**src/rtl/mtib_pkg.sv**
```systemverilog
// shared types, constants and the crc function of the mfm track image builder
package mtib_pkg;

    // field widths
    localparam int CMD_W   = 3;
    localparam int BYTE_W  = 8;
    localparam int POS_W   = 13;
    localparam int GAP3_W  = 7;
    localparam int CRC_W   = 16;
    localparam int STEP_W  = 4;

    // command codes
    localparam logic [CMD_W-1:0] CMD_BEGIN_TRACK  = 3'd0;
    localparam logic [CMD_W-1:0] CMD_SECTOR_HDR   = 3'd1;
    localparam logic [CMD_W-1:0] CMD_DATA_BYTE    = 3'd2;
    localparam logic [CMD_W-1:0] CMD_END_SECTOR   = 3'd3;
    localparam logic [CMD_W-1:0] CMD_END_TRACK    = 3'd4;

    // raw track byte values
    localparam logic [BYTE_W-1:0] GAP_BYTE   = 8'h4e;
    localparam logic [BYTE_W-1:0] SYNC_BYTE  = 8'h00;
    localparam logic [BYTE_W-1:0] IAM_SYNC   = 8'hc2;
    localparam logic [BYTE_W-1:0] IAM_MARK   = 8'hfc;
    localparam logic [BYTE_W-1:0] AM_SYNC    = 8'ha1;
    localparam logic [BYTE_W-1:0] IDAM_MARK  = 8'hfe;
    localparam logic [BYTE_W-1:0] DAM_MARK   = 8'hfb;
    localparam logic [BYTE_W-1:0] DDAM_MARK  = 8'hf8;

    // run lengths
    localparam logic [POS_W-1:0] GAP0_LEN     = 13'd80;
    localparam logic [POS_W-1:0] SYNC_LEN     = 13'd12;
    localparam logic [POS_W-1:0] MARK_SYNC_LEN = 13'd3;
    localparam logic [POS_W-1:0] GAP1_LEN     = 13'd50;
    localparam logic [POS_W-1:0] GAP2_LEN     = 13'd22;
    localparam logic [POS_W-1:0] ONE_BYTE     = 13'd1;
    localparam logic [POS_W-1:0] POS_MAX      = 13'd8191;

    // gap3 choices by sector count
    localparam logic [GAP3_W-1:0] GAP3_FEW    = 7'h74;
    localparam logic [GAP3_W-1:0] GAP3_MID    = 7'h54;
    localparam logic [GAP3_W-1:0] GAP3_MANY   = 7'h33;
    localparam logic [GAP3_W-1:0] GAP3_DENSE  = 7'h10;
    localparam logic [BYTE_W-1:0] SECT_FEW    = 8'd5;
    localparam logic [BYTE_W-1:0] SECT_MID    = 8'd10;
    localparam logic [BYTE_W-1:0] SECT_MANY   = 8'd16;

    localparam logic [POS_W-1:0] TRACK_LENGTH_RESET = 13'h1800;
    localparam logic [CRC_W-1:0] CRC_POLY = 16'h1021;

    // queue between front and back
    localparam int QUEUE_DEPTH = 4;
    localparam int QPTR_W      = $clog2(QUEUE_DEPTH);
    localparam int QCNT_W      = $clog2(QUEUE_DEPTH + 1);

    // job kinds handed from front to back
    typedef enum logic [2:0] {
        JOB_BEGIN,
        JOB_HEADER,
        JOB_DATA,
        JOB_END_SECTOR,
        JOB_END_TRACK
    } t_job_kind;

    typedef struct packed {
        t_job_kind                kind;
        logic [GAP3_W-1:0]        gap3;
        logic [3:0][BYTE_W-1:0]   id;
        logic [BYTE_W-1:0]        mark;
        logic [BYTE_W-1:0]        data;
    } t_job;

    typedef struct packed {
        logic  valid;
        t_job  job;
    } t_q_wr;

    typedef struct packed {
        logic  full;
        logic  empty;
    } t_q_status;

    // crc-16 ccitt update over one byte, msb first
    function automatic logic [CRC_W-1:0] crc_update(input logic [CRC_W-1:0] crc,
                                                    input logic [BYTE_W-1:0] b);
        logic [CRC_W-1:0] c;
        c = crc ^ {b, 8'h00};
        for (int i = 0; i < 8; i++) begin
            if (c[CRC_W-1]) begin
                c = {c[CRC_W-2:0], 1'b0} ^ CRC_POLY;
            end else begin
                c = {c[CRC_W-2:0], 1'b0};
            end
        end
        return c;
    endfunction

endpackage

```
**src/rtl/mtib_ifs.sv**
```systemverilog
// valid/ready channel interfaces for command input, run output and configuration

interface mtib_in_if;
    logic       valid;
    logic       ready;
    logic [2:0] cmd;
    logic [7:0] sector_count;
    logic [7:0] id_cylinder;
    logic [7:0] id_head;
    logic [7:0] id_record;
    logic [7:0] id_size_code;
    logic       deleted_data;
    logic [7:0] payload_byte;

    modport source (output valid, cmd, sector_count, id_cylinder, id_head, id_record,
                    id_size_code, deleted_data, payload_byte, input ready);
    modport sink   (input valid, cmd, sector_count, id_cylinder, id_head, id_record,
                    id_size_code, deleted_data, payload_byte, output ready);
endinterface

interface mtib_out_if;
    logic        valid;
    logic        ready;
    logic [7:0]  byte_value;
    logic [12:0] repeat_count;
    logic        last_of_run;
    logic        track_done;
    logic [12:0] bytes_used;
    logic        overflow;

    modport source (output valid, byte_value, repeat_count, last_of_run, track_done,
                    bytes_used, overflow, input ready);
    modport sink   (input valid, byte_value, repeat_count, last_of_run, track_done,
                    bytes_used, overflow, output ready);
endinterface

interface mtib_cfg_if;
    logic        valid;
    logic        ready;
    logic [12:0] track_length;

    modport source (output valid, track_length, input ready);
    modport sink   (input valid, track_length, output ready);
endinterface

```
**src/rtl/mtib_front.sv**
```systemverilog
// front end: accepts commands, drops unused codes and turns each into a job
module mtib_front import mtib_pkg::*; (
    mtib_in_if.sink    i_in,
    input  t_q_status  i_q_status,
    output t_q_wr      o_wr
);

    logic              w_known;
    t_job              w_job;

    // accept whenever the queue has room
    assign i_in.ready = !i_q_status.full;

    // decode command and precompute per-job constants
    always_comb begin
        w_known      = 1'b1;
        w_job.kind   = JOB_DATA;
        w_job.id     = {i_in.id_size_code, i_in.id_record, i_in.id_head, i_in.id_cylinder};
        w_job.data   = i_in.payload_byte;
        w_job.mark   = i_in.deleted_data ? DDAM_MARK : DAM_MARK;
        priority if (i_in.sector_count <= SECT_FEW) begin
            w_job.gap3 = GAP3_FEW;
        end else if (i_in.sector_count <= SECT_MID) begin
            w_job.gap3 = GAP3_MID;
        end else if (i_in.sector_count <= SECT_MANY) begin
            w_job.gap3 = GAP3_MANY;
        end else begin
            w_job.gap3 = GAP3_DENSE;
        end
        unique case (i_in.cmd)
            CMD_BEGIN_TRACK: w_job.kind = JOB_BEGIN;
            CMD_SECTOR_HDR:  w_job.kind = JOB_HEADER;
            CMD_DATA_BYTE:   w_job.kind = JOB_DATA;
            CMD_END_SECTOR:  w_job.kind = JOB_END_SECTOR;
            CMD_END_TRACK:   w_job.kind = JOB_END_TRACK;
            default:         w_known    = 1'b0;
        endcase
    end

    // push on every transfer of a known command
    assign o_wr.valid = i_in.valid && !i_q_status.full && w_known;
    assign o_wr.job   = w_job;

endmodule

```
**src/rtl/mtib_queue.sv**
```systemverilog
// small job queue between front and back ends
module mtib_queue import mtib_pkg::*; (
    input  logic       i_clk,
    input  logic       i_rst_n,
    input  t_q_wr      i_wr,
    input  logic       i_pop,
    output t_job       o_head,
    output t_q_status  o_status
);

    t_job              r_mem [QUEUE_DEPTH];
    logic [QPTR_W-1:0] r_wr_ptr, n_wr_ptr;
    logic [QPTR_W-1:0] r_rd_ptr, n_rd_ptr;
    logic [QCNT_W-1:0] r_count,  n_count;
    logic              w_push;
    logic              w_pop;

    assign o_status.full  = (r_count == QCNT_W'(QUEUE_DEPTH));
    assign o_status.empty = (r_count == '0);
    assign w_push         = i_wr.valid && !o_status.full;
    assign w_pop          = i_pop && !o_status.empty;
    assign o_head         = r_mem[r_rd_ptr];

    // pointer and count updates
    always_comb begin
        n_wr_ptr = r_wr_ptr;
        n_rd_ptr = r_rd_ptr;
        n_count  = r_count;
        if (w_push) begin
            n_wr_ptr = (r_wr_ptr == QPTR_W'(QUEUE_DEPTH - 1)) ? '0 : r_wr_ptr + 1'b1;
        end
        if (w_pop) begin
            n_rd_ptr = (r_rd_ptr == QPTR_W'(QUEUE_DEPTH - 1)) ? '0 : r_rd_ptr + 1'b1;
        end
        if (w_push && !w_pop) begin
            n_count = r_count + 1'b1;
        end else if (w_pop && !w_push) begin
            n_count = r_count - 1'b1;
        end
    end

    always_ff @(posedge i_clk) begin
        if (!i_rst_n) begin
            r_wr_ptr <= '0;
            r_rd_ptr <= '0;
            r_count  <= '0;
        end else begin
            r_wr_ptr <= n_wr_ptr;
            r_rd_ptr <= n_rd_ptr;
            r_count  <= n_count;
        end
    end

    // entry storage
    always_ff @(posedge i_clk) begin
        if (w_push) begin
            r_mem[r_wr_ptr] <= i_wr.job;
        end
    end

endmodule

```
**src/rtl/mtib_back.sv**
```systemverilog
// back end: expands each job into runs, tracks position, overflow and crc
module mtib_back import mtib_pkg::*; (
    input  logic              i_clk,
    input  logic              i_rst_n,
    input  logic [POS_W-1:0]  i_track_length,
    input  t_job              i_head,
    input  t_q_status         i_q_status,
    output logic              o_pop,
    mtib_out_if.source        o_out
);

    logic [STEP_W-1:0] r_step,  n_step;
    logic [POS_W-1:0]  r_pos,   n_pos;
    logic              r_ovf,   n_ovf;
    logic [GAP3_W-1:0] r_gap3,  n_gap3;
    logic [CRC_W-1:0]  r_crc,   n_crc;
    logic              r_out_valid;
    logic [BYTE_W-1:0] r_byte_value;
    logic [POS_W-1:0]  r_repeat_count;
    logic              r_last_of_run;
    logic              r_track_done;
    logic [POS_W-1:0]  r_bytes_used;
    logic              r_overflow;

    logic              w_adv;
    logic [BYTE_W-1:0] w_value;
    logic [POS_W-1:0]  w_count;
    logic              w_last;
    logic              w_done;
    logic [POS_W-1:0]  w_base_pos;
    logic              w_base_ovf;
    logic [POS_W:0]    w_sum;
    logic [POS_W-1:0]  w_new_pos;
    logic              w_new_ovf;
    logic [POS_W-1:0]  w_pad;
    logic [1:0]        w_id_idx;
    logic [BYTE_W-1:0] w_crc_byte;
    logic [CRC_W-1:0]  w_crc_next;

    // one run per cycle while a job is queued and the output register is free or being taken
    assign w_adv = !i_q_status.empty && (!r_out_valid || o_out.ready);
    assign o_pop = w_adv && w_last;

    // shared crc unit: id bytes during a header, else the data byte
    assign w_id_idx   = 2'(r_step - 4'd3);
    assign w_crc_byte = (i_head.kind == JOB_HEADER) ? i_head.id[w_id_idx] : i_head.data;
    assign w_crc_next = crc_update(r_crc, w_crc_byte);

    // gap4 fill up to the track length
    assign w_pad = (r_pos < i_track_length) ? (i_track_length - r_pos) : '0;

    // run sequence per job kind
    always_comb begin
        w_value = GAP_BYTE;
        w_count = ONE_BYTE;
        w_last  = 1'b0;
        w_done  = 1'b0;
        unique case (i_head.kind)
            JOB_BEGIN: begin
                unique case (r_step)
                    4'd0:    begin w_value = GAP_BYTE;  w_count = GAP0_LEN;      end
                    4'd1:    begin w_value = SYNC_BYTE; w_count = SYNC_LEN;      end
                    4'd2:    begin w_value = IAM_SYNC;  w_count = MARK_SYNC_LEN; end
                    4'd3:    begin w_value = IAM_MARK;  w_count = ONE_BYTE;      end
                    default: begin w_value = GAP_BYTE;  w_count = GAP1_LEN; w_last = 1'b1; end
                endcase
            end
            JOB_HEADER: begin
                unique case (r_step)
                    4'd0:    begin w_value = SYNC_BYTE; w_count = SYNC_LEN;      end
                    4'd1:    begin w_value = AM_SYNC;   w_count = MARK_SYNC_LEN; end
                    4'd2:    begin w_value = IDAM_MARK; w_count = ONE_BYTE;      end
                    4'd3, 4'd4, 4'd5, 4'd6: begin
                        w_value = i_head.id[w_id_idx];
                        w_count = ONE_BYTE;
                    end
                    4'd7:    begin w_value = r_crc[15:8]; w_count = ONE_BYTE;    end
                    4'd8:    begin w_value = r_crc[7:0];  w_count = ONE_BYTE;    end
                    4'd9:    begin w_value = GAP_BYTE;  w_count = GAP2_LEN;      end
                    4'd10:   begin w_value = SYNC_BYTE; w_count = SYNC_LEN;      end
                    4'd11:   begin w_value = AM_SYNC;   w_count = MARK_SYNC_LEN; end
                    default: begin w_value = i_head.mark; w_count = ONE_BYTE; w_last = 1'b1; end
                endcase
            end
            JOB_DATA: begin
                w_value = i_head.data;
                w_count = ONE_BYTE;
                w_last  = 1'b1;
            end
            JOB_END_SECTOR: begin
                unique case (r_step)
                    4'd0:    begin w_value = r_crc[15:8]; w_count = ONE_BYTE; end
                    4'd1:    begin w_value = r_crc[7:0];  w_count = ONE_BYTE; end
                    default: begin
                        w_value = GAP_BYTE;
                        w_count = {{(POS_W-GAP3_W){1'b0}}, r_gap3};
                        w_last  = 1'b1;
                    end
                endcase
            end
            JOB_END_TRACK: begin
                w_value = GAP_BYTE;
                w_count = w_pad;
                w_last  = 1'b1;
                w_done  = 1'b1;
            end
            default: begin
                w_last = 1'b1;
            end
        endcase
    end

    // position and overflow, begin track starts from a clean track
    always_comb begin
        if (i_head.kind == JOB_BEGIN && r_step == '0) begin
            w_base_pos = '0;
            w_base_ovf = 1'b0;
        end else begin
            w_base_pos = r_pos;
            w_base_ovf = r_ovf;
        end
        w_sum     = {1'b0, w_base_pos} + {1'b0, w_count};
        w_new_pos = w_sum[POS_W] ? POS_MAX : w_sum[POS_W-1:0];
        w_new_ovf = w_base_ovf || (w_new_pos > i_track_length);
    end

    // next state of the sequencer and track state
    always_comb begin
        n_step = r_step;
        n_pos  = r_pos;
        n_ovf  = r_ovf;
        n_gap3 = r_gap3;
        n_crc  = r_crc;
        if (w_adv) begin
            n_step = w_last ? '0 : r_step + 1'b1;
            n_pos  = w_new_pos;
            n_ovf  = w_new_ovf;
            unique case (i_head.kind)
                JOB_BEGIN: begin
                    n_gap3 = i_head.gap3;
                    n_crc  = '0;
                end
                JOB_HEADER: begin
                    if (r_step == 4'd2 || w_last) begin
                        n_crc = '0;
                    end else if (r_step >= 4'd3 && r_step <= 4'd6) begin
                        n_crc = w_crc_next;
                    end
                end
                JOB_DATA: begin
                    n_crc = w_crc_next;
                end
                default: begin
                end
            endcase
        end
    end

    always_ff @(posedge i_clk) begin
        if (!i_rst_n) begin
            r_step      <= '0;
            r_pos       <= '0;
            r_ovf       <= 1'b0;
            r_gap3      <= '0;
            r_crc       <= '0;
            r_out_valid <= 1'b0;
        end else begin
            r_step <= n_step;
            r_pos  <= n_pos;
            r_ovf  <= n_ovf;
            r_gap3 <= n_gap3;
            r_crc  <= n_crc;
            if (w_adv) begin
                r_out_valid <= 1'b1;
            end else if (o_out.ready) begin
                r_out_valid <= 1'b0;
            end
        end
    end

    // output register payload
    always_ff @(posedge i_clk) begin
        if (w_adv) begin
            r_byte_value   <= w_value;
            r_repeat_count <= w_count;
            r_last_of_run  <= w_last;
            r_track_done   <= w_done;
            r_bytes_used   <= w_new_pos;
            r_overflow     <= w_new_ovf;
        end
    end

    assign o_out.valid        = r_out_valid;
    assign o_out.byte_value   = r_byte_value;
    assign o_out.repeat_count = r_repeat_count;
    assign o_out.last_of_run  = r_last_of_run;
    assign o_out.track_done   = r_track_done;
    assign o_out.bytes_used   = r_bytes_used;
    assign o_out.overflow     = r_overflow;

endmodule

```
**src/rtl/mfm_track_image_builder_top.sv**
```systemverilog
// top level of the mfm track image builder
// Builds a raw double-density track as runs of (byte value, repeat count) from
// begin track, sector header, data byte, end sector and end track commands. The
// front end takes one command per cycle while its four-entry job queue has room; the
// back end sequencer emits one run per cycle into a registered output while a job
// waits and that output is free or taken. Data byte and end track make one run, end
// sector three, begin track five, sector header thirteen. Codes five to seven are
// dropped with no result. Write track_length only while no runs are pending.
module mfm_track_image_builder_top import mtib_pkg::*; (
    input  logic        i_clk,
    input  logic        i_rst_n,
    mtib_in_if.sink     i_in,
    mtib_out_if.source  o_out,
    mtib_cfg_if.sink    i_cfg
);

    logic [POS_W-1:0] r_track_length;
    t_q_wr            w_wr;
    t_q_status        w_q_status;
    t_job             w_head;
    logic             w_pop;

    // configuration register, always ready
    assign i_cfg.ready = 1'b1;

    always_ff @(posedge i_clk) begin
        if (!i_rst_n) begin
            r_track_length <= TRACK_LENGTH_RESET;
        end else if (i_cfg.valid) begin
            r_track_length <= i_cfg.track_length;
        end
    end

    mtib_front u_front (
        .i_in       (i_in),
        .i_q_status (w_q_status),
        .o_wr       (w_wr)
    );

    mtib_queue u_queue (
        .i_clk    (i_clk),
        .i_rst_n  (i_rst_n),
        .i_wr     (w_wr),
        .i_pop    (w_pop),
        .o_head   (w_head),
        .o_status (w_q_status)
    );

    mtib_back u_back (
        .i_clk          (i_clk),
        .i_rst_n        (i_rst_n),
        .i_track_length (r_track_length),
        .i_head         (w_head),
        .i_q_status     (w_q_status),
        .o_pop          (w_pop),
        .o_out          (o_out)
    );

endmodule

```
**src/flat_wrapper.sv**
```systemverilog
// flat-port wrapper written by rule: the top's interface ports become plain ports
module mfm_track_image_builder_top_flat import mtib_pkg::*;
  (i_clk, i_rst_n, i_in_valid, i_in_cmd, i_in_sector_count, i_in_id_cylinder, i_in_id_head, i_in_id_record, i_in_id_size_code, i_in_deleted_data, i_in_payload_byte, i_in_ready, o_out_valid, o_out_byte_value, o_out_repeat_count, o_out_last_of_run, o_out_track_done, o_out_bytes_used, o_out_overflow, o_out_ready, i_cfg_valid, i_cfg_track_length, i_cfg_ready);
  mtib_in_if i_in_i ();
  mtib_out_if o_out_i ();
  mtib_cfg_if i_cfg_i ();
  input  logic i_clk;
  input  logic i_rst_n;
  input wire logic [$bits(i_in_i.valid)-1:0] i_in_valid;
  input wire logic [$bits(i_in_i.cmd)-1:0] i_in_cmd;
  input wire logic [$bits(i_in_i.sector_count)-1:0] i_in_sector_count;
  input wire logic [$bits(i_in_i.id_cylinder)-1:0] i_in_id_cylinder;
  input wire logic [$bits(i_in_i.id_head)-1:0] i_in_id_head;
  input wire logic [$bits(i_in_i.id_record)-1:0] i_in_id_record;
  input wire logic [$bits(i_in_i.id_size_code)-1:0] i_in_id_size_code;
  input wire logic [$bits(i_in_i.deleted_data)-1:0] i_in_deleted_data;
  input wire logic [$bits(i_in_i.payload_byte)-1:0] i_in_payload_byte;
  output wire logic [$bits(i_in_i.ready)-1:0] i_in_ready;
  output wire logic [$bits(o_out_i.valid)-1:0] o_out_valid;
  output wire logic [$bits(o_out_i.byte_value)-1:0] o_out_byte_value;
  output wire logic [$bits(o_out_i.repeat_count)-1:0] o_out_repeat_count;
  output wire logic [$bits(o_out_i.last_of_run)-1:0] o_out_last_of_run;
  output wire logic [$bits(o_out_i.track_done)-1:0] o_out_track_done;
  output wire logic [$bits(o_out_i.bytes_used)-1:0] o_out_bytes_used;
  output wire logic [$bits(o_out_i.overflow)-1:0] o_out_overflow;
  input wire logic [$bits(o_out_i.ready)-1:0] o_out_ready;
  input wire logic [$bits(i_cfg_i.valid)-1:0] i_cfg_valid;
  input wire logic [$bits(i_cfg_i.track_length)-1:0] i_cfg_track_length;
  output wire logic [$bits(i_cfg_i.ready)-1:0] i_cfg_ready;
  assign i_in_i.valid = i_in_valid;
  assign i_in_i.cmd = i_in_cmd;
  assign i_in_i.sector_count = i_in_sector_count;
  assign i_in_i.id_cylinder = i_in_id_cylinder;
  assign i_in_i.id_head = i_in_id_head;
  assign i_in_i.id_record = i_in_id_record;
  assign i_in_i.id_size_code = i_in_id_size_code;
  assign i_in_i.deleted_data = i_in_deleted_data;
  assign i_in_i.payload_byte = i_in_payload_byte;
  assign i_in_ready = i_in_i.ready;
  assign o_out_valid = o_out_i.valid;
  assign o_out_byte_value = o_out_i.byte_value;
  assign o_out_repeat_count = o_out_i.repeat_count;
  assign o_out_last_of_run = o_out_i.last_of_run;
  assign o_out_track_done = o_out_i.track_done;
  assign o_out_bytes_used = o_out_i.bytes_used;
  assign o_out_overflow = o_out_i.overflow;
  assign o_out_i.ready = o_out_ready;
  assign i_cfg_i.valid = i_cfg_valid;
  assign i_cfg_i.track_length = i_cfg_track_length;
  assign i_cfg_ready = i_cfg_i.ready;
  mfm_track_image_builder_top u_core (.i_clk(i_clk), .i_rst_n(i_rst_n), .i_in(i_in_i), .o_out(o_out_i), .i_cfg(i_cfg_i));
endmodule
```
**config.mk**
```make
export PLATFORM = sky130hd
export DESIGN_NAME = mfm_track_image_builder_top_flat
export DESIGN_NICKNAME = d
export VERILOG_FILES = /design/src/rtl/mtib_pkg.sv /design/src/rtl/mtib_ifs.sv /design/src/rtl/mtib_front.sv /design/src/rtl/mtib_queue.sv /design/src/rtl/mtib_back.sv /design/src/rtl/mfm_track_image_builder_top.sv /design/src/flat_wrapper.sv
export SDC_FILE = /design/constraint.sdc
export NUM_CORES = 1
export LEC_CHECK = 0
export ABC_CLOCK_PERIOD_IN_PS = 10100
export BUFFER_PORTS_ARGS = -buffer_cell sky130_fd_sc_hd__buf_2
export CORE_MARGIN = 2
export CORE_UTILIZATION = 25
export CTS_BUF_LIST = sky130_fd_sc_hd__clkbuf_8
export CTS_CLUSTER_SIZE = 12
export DETAILED_ROUTE_END_ITERATION = 7
export REMOVE_ABC_BUFFERS = 1
export SYNTH_ARGS = -nofsm -noshare
export SYNTH_HDL_FRONTEND = slang
export SYNTH_HIERARCHICAL = 1
export SYNTH_SLANG_ARGS = --single-unit
```
**constraint.sdc**
```tcl
create_clock -name i_clk -period 10.1 [get_ports i_clk]
set_input_delay 1.01 -clock i_clk [delete_from_list [all_inputs] [get_ports i_clk]]
set_output_delay 1.01 -clock i_clk [all_outputs]
set_load 0.03 [all_outputs]
```
==> impl_metrics.ini <==
[clock_network]
ctsHtreeMaxLevel = 2
cts_sinks = 333
ctsResizeCount = 0
clkSlewWorstSetupHoldPaths_ps = 60
tritoncts = yes
clkLatencyLatePin_ps = 610
root_buffer = clkbuf_8
clk_path_buf_depth = 3
numCtsBuffers = 51
post_cts_buffers = 0
hold_buffers = 0

[timing]
slew_violations = 0
max_freq_mhz = 148
fin_worst_skew_ps = 46.8
rsz0062_at_grt = no
finalCriticalPeriod_ps = 6770
finalSetupViolCount = 0
relSlewSlack = 0.280
fin_tns_setup_ps = 0
period_share = 0.670
fin_ws_ps = 3330
hold_viol = 0
tightest_slew_ps = 1080

[power]
peakVddDrop_uv = 125
p_per_area_mw_per_mm2 = 279
p_leak_nw = 6.26

[yosys]
syn_inst = 1130
synth_ff_type = edfxtp_1
ys_warn_count = 6
ys_types = 69
syn_avg_cell_area_um2 = 13.9
synth_top_area_cell = edfxtp_1
async_flop_share = 0
synth_edf_count = 269
synth-seq-cells = 333
synth_area_leaders = edfxtp_1 51%, mux4_2 8.7%, dfxtp_1 8.1%, ha_1 3.9%, buf_4 2.7%
yosysSeqAreaShare = 0.595
syn_area_mm2 = 0.0157
post-synth-top-count-cell = edfxtp_1
yosys-top-cells-count = 269 x edfxtp_1, 73 x nand2_1, 64 x dfxtp_1, 61 x mux4_2, 58 x o21ai_0
synth_top_area_share = 0.513

[hold_path]
hp-class = reg2reg
hold_path_end = u_core/u_back/r_gap3[4]$_SDFFE_PN0P_
holdCritStartpoint = u_core/u_back/r_gap3[4]$_SDFFE_PN0P_
worstHoldPathCells = 2

[floorplan]
io_pins = 110
start_util = 0.254
dieHeight_um = 255
fp.dieW_um = 255
rows = 91
core_mm2 = 0.0619
die_area_mm2 = 0.0650

[worst_setup_path]
arrival_ps = 7090
crit_type = reg2reg
crit_top_cell = o21ai_0
startpoint_type = flip-flop
rrSetupSlack_ps = 3330
cp-end-kind = flip-flop
max_stage_delay_ps = 890
reg2reg_from = u_core/u_back/r_step[0]$_SDFFE_PN0P_
critPathMaxFanout = 29
slowest_stage = dfxtp_1
rr_worst_depth = 24
r2r-end = u_core/u_back/o_out.overflow$_DFFE_PP_
required_ps = 10420
path_cells = inv_1, ha_1, buf_4, o21ai_0, nand2_1, nor3_1, nand2_1, o211ai_1, ha_1, a21oi_1, o21ai_0, a221o_1, a31oi_1, o21ai_1, buf_4, or2_2, ha_1, nor2b_1, o21a_1, o21a_1, o21ai_0, a21oi_1, o21ai_0, nand2_1

[global_route]
antenna_found_initial = 6
gr-total-overflow = 0
grt_pass1_vias = 9461
grt_pass1_wl_um = 55800
grt_start_max_net_pins = 62
grt.total_usage = 0.112

[cells_and_area]
multi_input_area_mm2 = 0.00554
finalNonFillerCells = 2088
register_area_mm2 = 0.00936
fillCellCount = 6324
area_growth_pct = 13.1
fin_util = 0.287
drive_above_1_share = 0.223
diodes = 0
fin_nets = 1330

[route]
avgViaCountPerCell = 4.46
ant_nets = 0
drt_iter0_drc = 755
drtPass1Iterations = 6
avgRoutedWirePerCell_um = 17.6
post-route-drc-count = 0
vias = 9303
detail_route.wirelength_um = 36700

[status]
status = finished, final reports clean

[placed_design]
dp.cells = 1992
pre_cts_slack_ps = 3500
place_congestion = 0.846
port_buffers = 108
dpl.hpwl_um = 24800

[job]
maxCapViolCount = 0
## kinds of logic after synthesis
family / after synthesis / synth area share
AO/OA/AOI/OAI: 229 / 0.0930
XOR/XNOR: 45 / 0.0284
adder cells (fa/ha/maj): 53 / 0.0434
buffers and inverters: 148 / 0.0549
flip-flops: 333 / 0.595
multiplexers: 88 / 0.110
other: 3 / 0.000716
AND/OR/NAND/NOR: 231 / 0.0744
## routing by layer
| layer | track usage | routed length, um | up-vias |
|---|---|---|---|
| met5 | 0 | 9 | - |
| met4 | 0.0267 | 721 | 2 |
| met3 | 0.0254 | 2170 | 66 |
| met2 | 0.183 | 17300 | 267 |
| met1 | 0.150 | 16500 | 4567 |
| li1 | - | - | 4401 |
## sequential cells by signal, indices dropped and copies added, names as in the netlist, 3 cells and up, named ones only
name	cells
u_core/r_track_length	13
u_core/u_back/o_out.byte_value	8
u_core/u_queue/r_mem	232
u_core/u_back/r_pos	13
u_core/u_back/r_crc	16
u_core/u_queue/r_count	3
u_core/u_back/r_gap3	7
u_core/u_back/o_out.repeat_count	13
u_core/u_back/o_out.bytes_used	13
u_core/u_back/r_step	4
## worst max path at each step
stage	to	slack (ps)	depth (start not counted)	from
after floorplan	u_core/u_back/o_out.overflow$_DFFE_PP_	2140	21	flip-flop
final	u_core/u_back/o_out.overflow$_DFFE_PP_	3330	24	u_core/u_back/r_step[0]$_SDFFE_PN0P_
after global placement	u_core/u_back/o_out.overflow$_DFFE_PP_	3660	24	u_core/u_back/r_step[0]$_SDFFE_PN0P_
after detailed placement	u_core/u_back/o_out.overflow$_DFFE_PP_	3500	24	u_core/u_back/r_step[0]$_SDFFE_PN0P_
after global routing	u_core/u_back/o_out.overflow$_DFFE_PP_	2710	24	u_core/u_back/r_step[0]$_SDFFE_PN0P_
after CTS	u_core/u_back/o_out.overflow$_DFFE_PP_	3420	24	u_core/u_back/r_step[0]$_SDFFE_PN0P_
## worst max-delay path, delay by kind of cell, from the launching register on
family / cells / cell delay (ps)
buffers and inverters: 3 / 620
AOI/OAI and AO/OA: 12 / 2710
and+or+nand+nor: 6 / 1380
adders and majority gates: 3 / 860
DFF: 1 / 890
## metrics by stage
| step | total power [mW] | hold slack, ps | cell area (um^2) |
|---|---|---|---|
| 6_report | 4.97 | 472 | 17800 |
| 5_1_grt | 5.29 | 516 | 17800 |
| 4_1_cts | 5.03 | 473 | 17800 |
| 3_5_place_dp | 3.88 | 464 | 16800 |
| 3_3_place_gp | 3.87 | 468 | 16800 |
| 2_1_floorplan | 3.32 | 440 | 15100 |
## placed cells by master (no fill, tap or decap), drive strengths merged, types with 4 or more instances in the layout
cell type  synthesis  layout
ha                49      49
xor2              20      20
nor3              20      20
or2                8       8
inv               46      68
o21a               4       4
nor3b              6       6
nand2b             8       8
o211ai             4       4
a21oi             59      59
mux4              66      66
conb               3       9
a21boi            14      14
clkinv             1      12
edfxtp           269     269
nand2             73      73
a21o              13      13
o21ai             64      64
and2              11      11
a31oi             13      13
nor2              36      36
mux2i             22      22
nand4              5       5
dfxtp             64      64
nand3             12      12
a221oi             7       7
xnor2             25      25
clkbuf            27      59
a22oi             17      17
nor2b             33      33
o22ai              6       6
buf               74     120
## final cells by class
cell class              count  share of cell area
inverters                  47             0.00991
flip-flops and latches    333               0.526
clock inverters            37              0.0124
clock buffers              59              0.0456
well taps                 837              0.0589
multi-input cells         655               0.311
repair buffers            120              0.0354
## power by group
part	total (mW)	internal (mW)	switching, mW
registers	1.92	1.76	0.159
clock network	1.12	0.588	0.532
logic	1.93	0.752	1.17
total	4.97	3.10	1.86
(Power assumes the default switching activity.)
